### src/mbs_ram.sv
// Generic single-port-write, single-port-read RAM with registered read data.
`timescale 1ns / 1ps

module mbs_ram #(
    parameter int P_WIDTH = 8,
    parameter int P_DEPTH = 16
) (
    input  logic                       i_clk,
    input  logic                       i_we,
    input  logic [$clog2(P_DEPTH)-1:0] i_waddr,
    input  logic [P_WIDTH-1:0]         i_wdata,
    input  logic [$clog2(P_DEPTH)-1:0] i_raddr,
    output logic [P_WIDTH-1:0]         o_rdata
);

    logic [P_WIDTH-1:0] r_mem [P_DEPTH];

    // write port
    always_ff @(posedge i_clk) begin
        if (i_we) begin
            r_mem[i_waddr] <= i_wdata;
        end
    end

    // registered read port
    always_ff @(posedge i_clk) begin
        o_rdata <= r_mem[i_raddr];
    end

endmodule

### config.mk
export PLATFORM = sky130hd
export DESIGN_NAME = mbs_ram
export DESIGN_NICKNAME = d
export VERILOG_FILES = /design/src/mbs_ram.sv
export SDC_FILE = /design/constraint.sdc
export NUM_CORES = 1
export LEC_CHECK = 0
export ABC_CLOCK_PERIOD_IN_PS = 2800
export BUFFER_PORTS_ARGS = -buffer_cell sky130_fd_sc_hd__buf_4
export CORE_ASPECT_RATIO = 0.7
export CORE_MARGIN = 2
export CORE_UTILIZATION = 50
export DETAILED_ROUTE_END_ITERATION = 8
export HOLD_SLACK_MARGIN = 0.02
export PLACE_DENSITY = 0.67
export SYNTH_ARGS = -nofsm -noshare
export SYNTH_HDL_FRONTEND = slang
export SYNTH_SLANG_ARGS = --single-unit
export TNS_END_PERCENT = 20
### constraint.sdc
create_clock -name i_clk -period 2.8 [get_ports i_clk]
set_clock_uncertainty 0.15 [all_clocks]
set_input_delay 0.84 -clock i_clk [delete_from_list [all_inputs] [get_ports i_clk]]
set_output_delay 0.84 -clock i_clk [all_outputs]
set_load 0.02 [all_outputs]
* Word level (Yosys, flattened, before mapping)
Memories as Yosys holds them, arrays and structs flattened. A register that Yosys moved wholly into a read port is not among the register bits.
Index checks and enable logic that the tools add are counted.
W data, S select, Z words.
** Operators by class
- Add/sub/neg operators :: 0
- $mul :: 0
- Div/mod/pow operators :: 0
- Magnitude comparators :: 0
- Equal/unequal tests :: 0
- Shift-type cells :: 0
- Mux-type cells :: 2
- Bitwise gates (word level) :: 0
- Reduce and logical (&&, ||, !) cells :: 0
** Operators with widths (number)
- $mux W1 :: 2
** Word-level totals
- Flip-flop bits (word level) :: 0
- Latch bits :: 0
- RAM bits :: 128
- Bits in read-only memories :: 0
- Bits of input ports :: 18
- Output and inout port bits :: 8
- Word-level logic and storage cells :: 3
- Memories kept :: 1
** Memories
- r_mem :: depth 16, width 8, read ports 1, clocked after memory_dff 1, wr ports 1, line 16 : logic [P_WIDTH-1:0] r_mem [P_DEPTH];

* Longest topological paths before layout
Gate-level depths: netlist (run 1).
- Depth in word-level cells :: 2
- Gate-level depth with buffers :: 5

* Worst setup path after synthesis (run 1)
Ideal clock, no wire load.
- Kind :: in2reg
- Start point :: input port i_waddr[2]
- End point :: memory r_mem[0][0], enable pin
- Arrival time :: 1.950 ns
- Data required time :: 2.267 ns
- Path slack :: 0.317 ns
- Cell stages on the path :: 2
- Path buffers :: 0
- Cell sequence :: or3b_2 -> nor3_1
** RTL lines
- start, declared :: line 10 : input logic [$clog2(P_DEPTH)-1:0] i_waddr,
- end, declared :: line 16
No word-level cell before the write port.

==> results of run 1 <==
-- registers in the layout (all words and copies together) (netlist names) --
register and count:
o_rdata 8, r_mem 128
-- cell families after synthesis --
| kind of cell | share of synthesized area |
|---|---|
| and+or+nand+nor | 0.0318 |
| muxes | 0.150 |
| buffers and inverters | 0.0168 |
| DFF | 0.778 |
| AOI/OAI and AO/OA | 0.0233 |
-- final cells by class --
type / instances / share of cell area
multi-input combinational: 83 / 0.170
timing repair buffer: 48 / 0.0601
sequential: 136 / 0.645
clock inverter: 15 / 0.0296
tap: 128 / 0.0258
clock buffer: 17 / 0.0686
-- metal layers --
metal | track usage | share of wire
met5 | 0 | 0
met4 | 0.0869 | 0.021
met3 | 0.0563 | 0.045
met2 | 0.304 | 0.46
met1 | 0.288 | 0.48
-- placed cells by master, fill, tap and decap left out --
cell / instances
edfxtp_1: 128
buf_4: 47
mux4_2: 18
clkbuf_16: 17
a22oi_1: 16
mux4_1: 14
nor2_1: 13
nand2_1: 9
dfxtp_1: 8
nor3_1: 4
clkinv_2: 4
bufinv_16: 4
clkinv_1: 3
nand3b_1: 2
nand2b_1: 2
clkinv_4: 2
clkinvlp_4: 2
nor2b_1: 1
and2_1: 1
and2b_1: 1
nand3_1: 1
or3b_2: 1
buf_12: 1
-- critical path, cell delays in order --
cell,delay [ns]
buf_4,0.21
buf_12,0.22
mux4_2,0.52
a22oi_1,0.31
nand2_1,0.10
-- report_power, final --
part	switching, mW	internal, mW	total, mW
logic	0.135	0.107	0.242
clock network	0.792	1.47	2.27
registers	0.0149	2.28	2.29
-- stage by stage --
| step | instances | instance area, um2 | util | power, mW | worst slack (ns) |
|---|---|---|---|---|---|
| after floorplan | 229 | 5150 | - | 2.46 | 0.317 |
| after global placement | 395 | 5590 | 0.569 | 2.57 | 0.302 |
| after detailed placement | 395 | 5590 | 0.569 | 2.58 | 0.289 |
| after CTS | 427 | 6200 | 0.631 | 4.84 | 0.708 |
| after global routing | 427 | 6200 | 0.631 | 4.96 | 0.642 |
| final | 427 | 6200 | 0.631 | 4.80 | 0.722 |
-- worst min path at each step --
stage	endpoint	from	slack [ns]	depth (start not counted)
floorplan	o_rdata[0]$_DFF_P_	r_mem[7][0]$_DFFE_PP_	0.48	3
global placement	o_rdata[3]$_DFF_P_	r_mem[4][3]$_DFFE_PP_	0.51	3
detailed placement	o_rdata[3]$_DFF_P_	r_mem[4][3]$_DFFE_PP_	0.51	3
CTS	o_rdata[3]$_DFF_P_	r_mem[4][3]$_DFFE_PP_	0.53	3
global route	o_rdata[2]$_DFF_P_	r_mem[4][2]$_DFFE_PP_	0.58	3
finish	o_rdata[3]$_DFF_P_	r_mem[4][3]$_DFFE_PP_	0.53	3
==> qor.yml, run 1 <==
clockBufferDepth: 2
nFillCells: 677
cp-endpoint: "o_rdata[7]$_DFF_P_"
drt-total-wl_um: 10100
rows: 30
min_period_ns: 2.08
ys_ff_latch: 136
drtAntennaViolNets: 0
cp-end-kind: "flip-flop"
grt_overflow: 0
holdCritPathClass: "reg2reg"
drt_iter0_drc: 342
finish.net_count: 304
reg2reg_to: "o_rdata[6]$_DFF_P_"
p_leak_nw: 2.14
cts.clk_slew.worst_paths_ns: 0.06
hold_slack_ns: 0.530
synth.avg_cell_area_um2: 22.5
grt_setup_unrepaired: "no"
outcome: "completed"
rr_worst_depth: 3
h-tree-depth: 4
diodes: 0
slew_headroom: 0.695
root_buffer: "clkbuf_16"
wl_per_cell_um: 23.7
hold_violations: 0
seq_area_um2: 4000
die_w_um: 125
critPathRequiredTime_ns: 2.94
async_reset_ff_frac: 0
syn_inst: 229
cts_tree: "built"
critPathMaxFanout: 20
postCtsSetupBuffers: 0
ir_drop_v: 0.000435
num_vias: 2492
synth_top_flop_cell: "edfxtp_1"
die_y_um: 88.9
cts.sink_count: 136
initial_core_util: 0.523
post_cts_resized: 0
synth.area.top_cells: "edfxtp_1 (75%), mux4_2 (7.9%), mux4_1 (7.1%), dfxtp_1 (3.1%), a22oi_1 (2.3%)"
ys_warn_count: 0
synthTopCellsByCount: "edfxtp_1 (128), mux4_2 (18), a22oi_1 (16), mux4_1 (14), nor2_1 (13)"
critPathLaunchType: "input pin"
vias_per_cell: 5.84
drcViolationCount: 0
synth_cell_types: 19
numCtsBuffers: 17
path_class: "in2reg"
yosysSeqAreaShare: 0.778
worst-endpoint-arrival_ns: 2.21
post_route_cells_drive_above_1_share: 0.321
syn_to_final_growth_pct: 20.5
die_area_um2: 11100
startpoint: "i_raddr[0]"
drv_cap: 0
first_pass_iters: 4
yosysTopAreaCellShare: 0.747
ioPinCount: 26
worstReg2RegStart: "r_mem[11][6]$_DFFE_PP_"
multiInputGateArea_um2: 1060
antenna_found_initial: 0
timing.final.crit_share: 0.742
reg2reg_slack_ns: 1.22
syn-num-nets: 247
grt.total_usage: 0.203
hold_buffers: 0
clock.fmax_ghz: 0.481
worstSkewPairLatency_ns: 0.41
tightestPinTransition_ns: 0.457
syn_area_um2: 5150
synth_top_cell_by_area: "edfxtp_1"
place_congestion: 0.846
grt_pass1_vias: 2603
synth_edf_count: 128
p_per_area_nw_per_um2: 774
hpwl_um: 6390
synth.most_common_cell: "edfxtp_1"
grt_max_degree: 21
maxSlewViolCount: 0
setup_viol: 0
fin_setup_tns_ns: 0
coreArea_um2: 9830
grt_pass1_wl_um: 15600
io_buffers: 25
(Power assumes the default switching activity.)
==> run 2: changes to the inputs <==
--- a/config.mk
+++ b/config.mk
@@ -5,7 +5,7 @@
 export SDC_FILE = /design/constraint.sdc
 export NUM_CORES = 1
 export LEC_CHECK = 0
-export ABC_CLOCK_PERIOD_IN_PS = 2800
+export ABC_CLOCK_PERIOD_IN_PS = 2100
 export BUFFER_PORTS_ARGS = -buffer_cell sky130_fd_sc_hd__buf_4
 export CORE_ASPECT_RATIO = 0.7
 export CORE_MARGIN = 2
==> constraint.sdc (replaced) <==
create_clock -name i_clk -period 2.1 [get_ports i_clk]
set_clock_uncertainty 0.15 [all_clocks]
set_input_delay 0.63 -clock i_clk [delete_from_list [all_inputs] [get_ports i_clk]]
set_output_delay 0.63 -clock i_clk [all_outputs]
set_load 0.02 [all_outputs]
==> qor.yml, run 2 (synthesis gave the netlist of run 1 again) <==
outcome: "completed"
drcViolationCount: 0  # unchanged
initial_core_util: 0.523  # unchanged
h-tree-depth: 4  # unchanged
rr_worst_depth: 3  # unchanged
cts_tree: "built"
seqPwrFrac: 0.484  # +0.007
hold_slack_ns: 0.378  # -0.152 ns
finish.net_count: 312  # +2.6%
grt_overflow: 0  # unchanged
cts.sink_count: 136  # unchanged
drtAntennaViolNets: 0  # unchanged
timing.final.crit_share: 0.921
path_class: "in2reg"
num_vias: 2529  # +1.5%
final_cell_mix: "edfxtp_1 (128), buf_4 (53), mux4_2 (18)"
min_to: "r_mem[15][5]$_DFFE_PP_"
drt_iter0_drc: 307  # -10%
p_clk_frac: 0.461  # -0.011
setup_viol: 0  # unchanged
numCtsBuffers: 17  # unchanged
root_buffer: "clkbuf_16"
post_cts_resized: 0  # unchanged
clockBufferDepth: 2  # unchanged
largest_reg_flops: 128  # unchanged
fin_setup_tns_ns: 0  # unchanged
seq_area_um2: 4000  # unchanged
net-switching-power_mw: 1.21  # +28%
slew_headroom: 0.476  # -0.219
fin_util: 0.637  # +0.00662
critPathRequiredTime_ns: 2.23  # -0.71 ns
die_y_um: 88.9  # unchanged
antenna_found_initial: 0  # unchanged
holdCritPathClass: "in2reg"
grt_pass1_vias: 2638  # +1.3%
power_frac_comb: 0.055  # +0.005
die_area_um2: 11100  # unchanged
hold_violations: 0  # unchanged
p_leak_nw: 2.17  # +1.8%
cts.clk_slew.worst_paths_ns: 0.05  # about the same
wl_per_cell_um: 24.6  # +3.5%
grt_max_degree: 17  # -19%
worst-endpoint-arrival_ns: 2.06  # -0.15 ns
place_congestion: 0.749  # -11%
p_sw_frac: 0.191  # -0.00488
die_w_um: 125  # unchanged
critPathMaxFanout: 6  # -70%
drt-total-wl_um: 10700  # +5.5%
hpwl_um: 6930  # +8.4%
tightestPinTransition_ns: 0.782  # +0.325 ns
first_pass_iters: 4  # unchanged
total_power_mw: 6.31  # +31%
worstReg2RegStart: "r_mem[9][4]$_DFFE_PP_"
grt_pass1_wl_um: 16100  # +3.5%
hold_buffers: 0  # unchanged
reg2reg_to: "o_rdata[4]$_DFF_P_"
rows: 30  # unchanged
diodes: 0  # unchanged
nFillCells: 681  # +0.59%
largest_register: "r_mem"
io_buffers: 25  # unchanged
min_period_ns: 1.93
layout_commonest_cell: "edfxtp_1"
clock.fmax_ghz: 0.517
holdPathStages: 1  # -2
maxSlewViolCount: 0  # unchanged
reg2reg_slack_ns: 0.43  # -0.79 ns
multiInputGateArea_um2: 1060  # +0.47%
postCtsSetupBuffers: 0  # unchanged
critPathLaunchType: "input pin"
grt.total_usage: 0.212  # +0.00964
post_route_cells_drive_above_1_share: 0.326  # +0.00466
syn_to_final_growth_pct: 21.8
worstSkewPairLatency_ns: 0.41  # about the same
reg_top3: "r_mem (128), o_rdata (8)"
p_per_area_nw_per_um2: 1010  # +30%
p_int_mw: 5.10  # +32%
ioPinCount: 26  # unchanged
cp-end-kind: "flip-flop"
drv_cap: 0  # unchanged
vias_per_cell: 5.81  # -0.38%
grt_setup_unrepaired: "no"
min_from: "i_wdata[5]"
ir_drop_v: 0.000691  # +59%
coreArea_um2: 9830  # unchanged
## run 2: cell count changes in the layout (fill, tap and decap cells not counted), moves of 3 or more
cell      change
clkinv_1      -3
buf_4         +6
clkbuf_1      +8
clkbuf_8      +5
clkinv_2      -4
## run 2: power groups by stage
stage	sequential (mW)	combinational, mW	clock [mW]
floorplan	3.13	0.154	0
global placement	3.11	0.340	0
detailed placement	3.11	0.345	0
CTS	3.06	0.348	2.96
global route	3.06	0.370	3.07
finish	3.06	0.346	2.91
## run 2: cell type report
cell class                      count  area share
Sequential cell                   136       0.639
Tap cell                          128      0.0255
Clock inverter                      2     0.00958
Timing Repair Buffer               56      0.0731
Multi-Input combinational cell     83       0.169
Clock buffer                       30      0.0836
## run 2: critical path: stages
cell	delay (ns)
buf_4	0.16
buf_4	0.19
mux4_1	0.57
a22oi_1	0.41
nand2_1	0.09
## run 2: per-stage QoR
stage	setup slack, ns	instance area [um2]	instances
2_1_floorplan	0.0539	5150	229
3_3_place_gp	-0.184	5680	403
3_5_place_dp	-0.222	5680	403
4_1_cts	0.196	6270	435
5_1_grt	0.122	6270	435
6_report	0.167	6270	435
## run 2: how the worst max path moves through the flow
stage / startpoint / end / slack, ns / cells after the start
floorplan: i_waddr[2] / r_mem[3][0]$_DFFE_PP_ / 0.05 / 2
global placement: i_raddr[0] / o_rdata[4]$_DFF_P_ / -0.18 / 5
detailed placement: i_raddr[0] / o_rdata[4]$_DFF_P_ / -0.22 / 5
CTS: i_raddr[0] / o_rdata[4]$_DFF_P_ / 0.20 / 5
global route: i_raddr[0] / o_rdata[4]$_DFF_P_ / 0.12 / 5
finish: i_raddr[0] / o_rdata[4]$_DFF_P_ / 0.17 / 5
## run 2: layer usage
metal  up-vias  wire length (um)  GRT usage
met2        97              4810      0.314
met4         0               231     0.0980
met1      1310              4930      0.295
li1       1102                 -          -
met3        20               715     0.0700
met5         -                 0          0
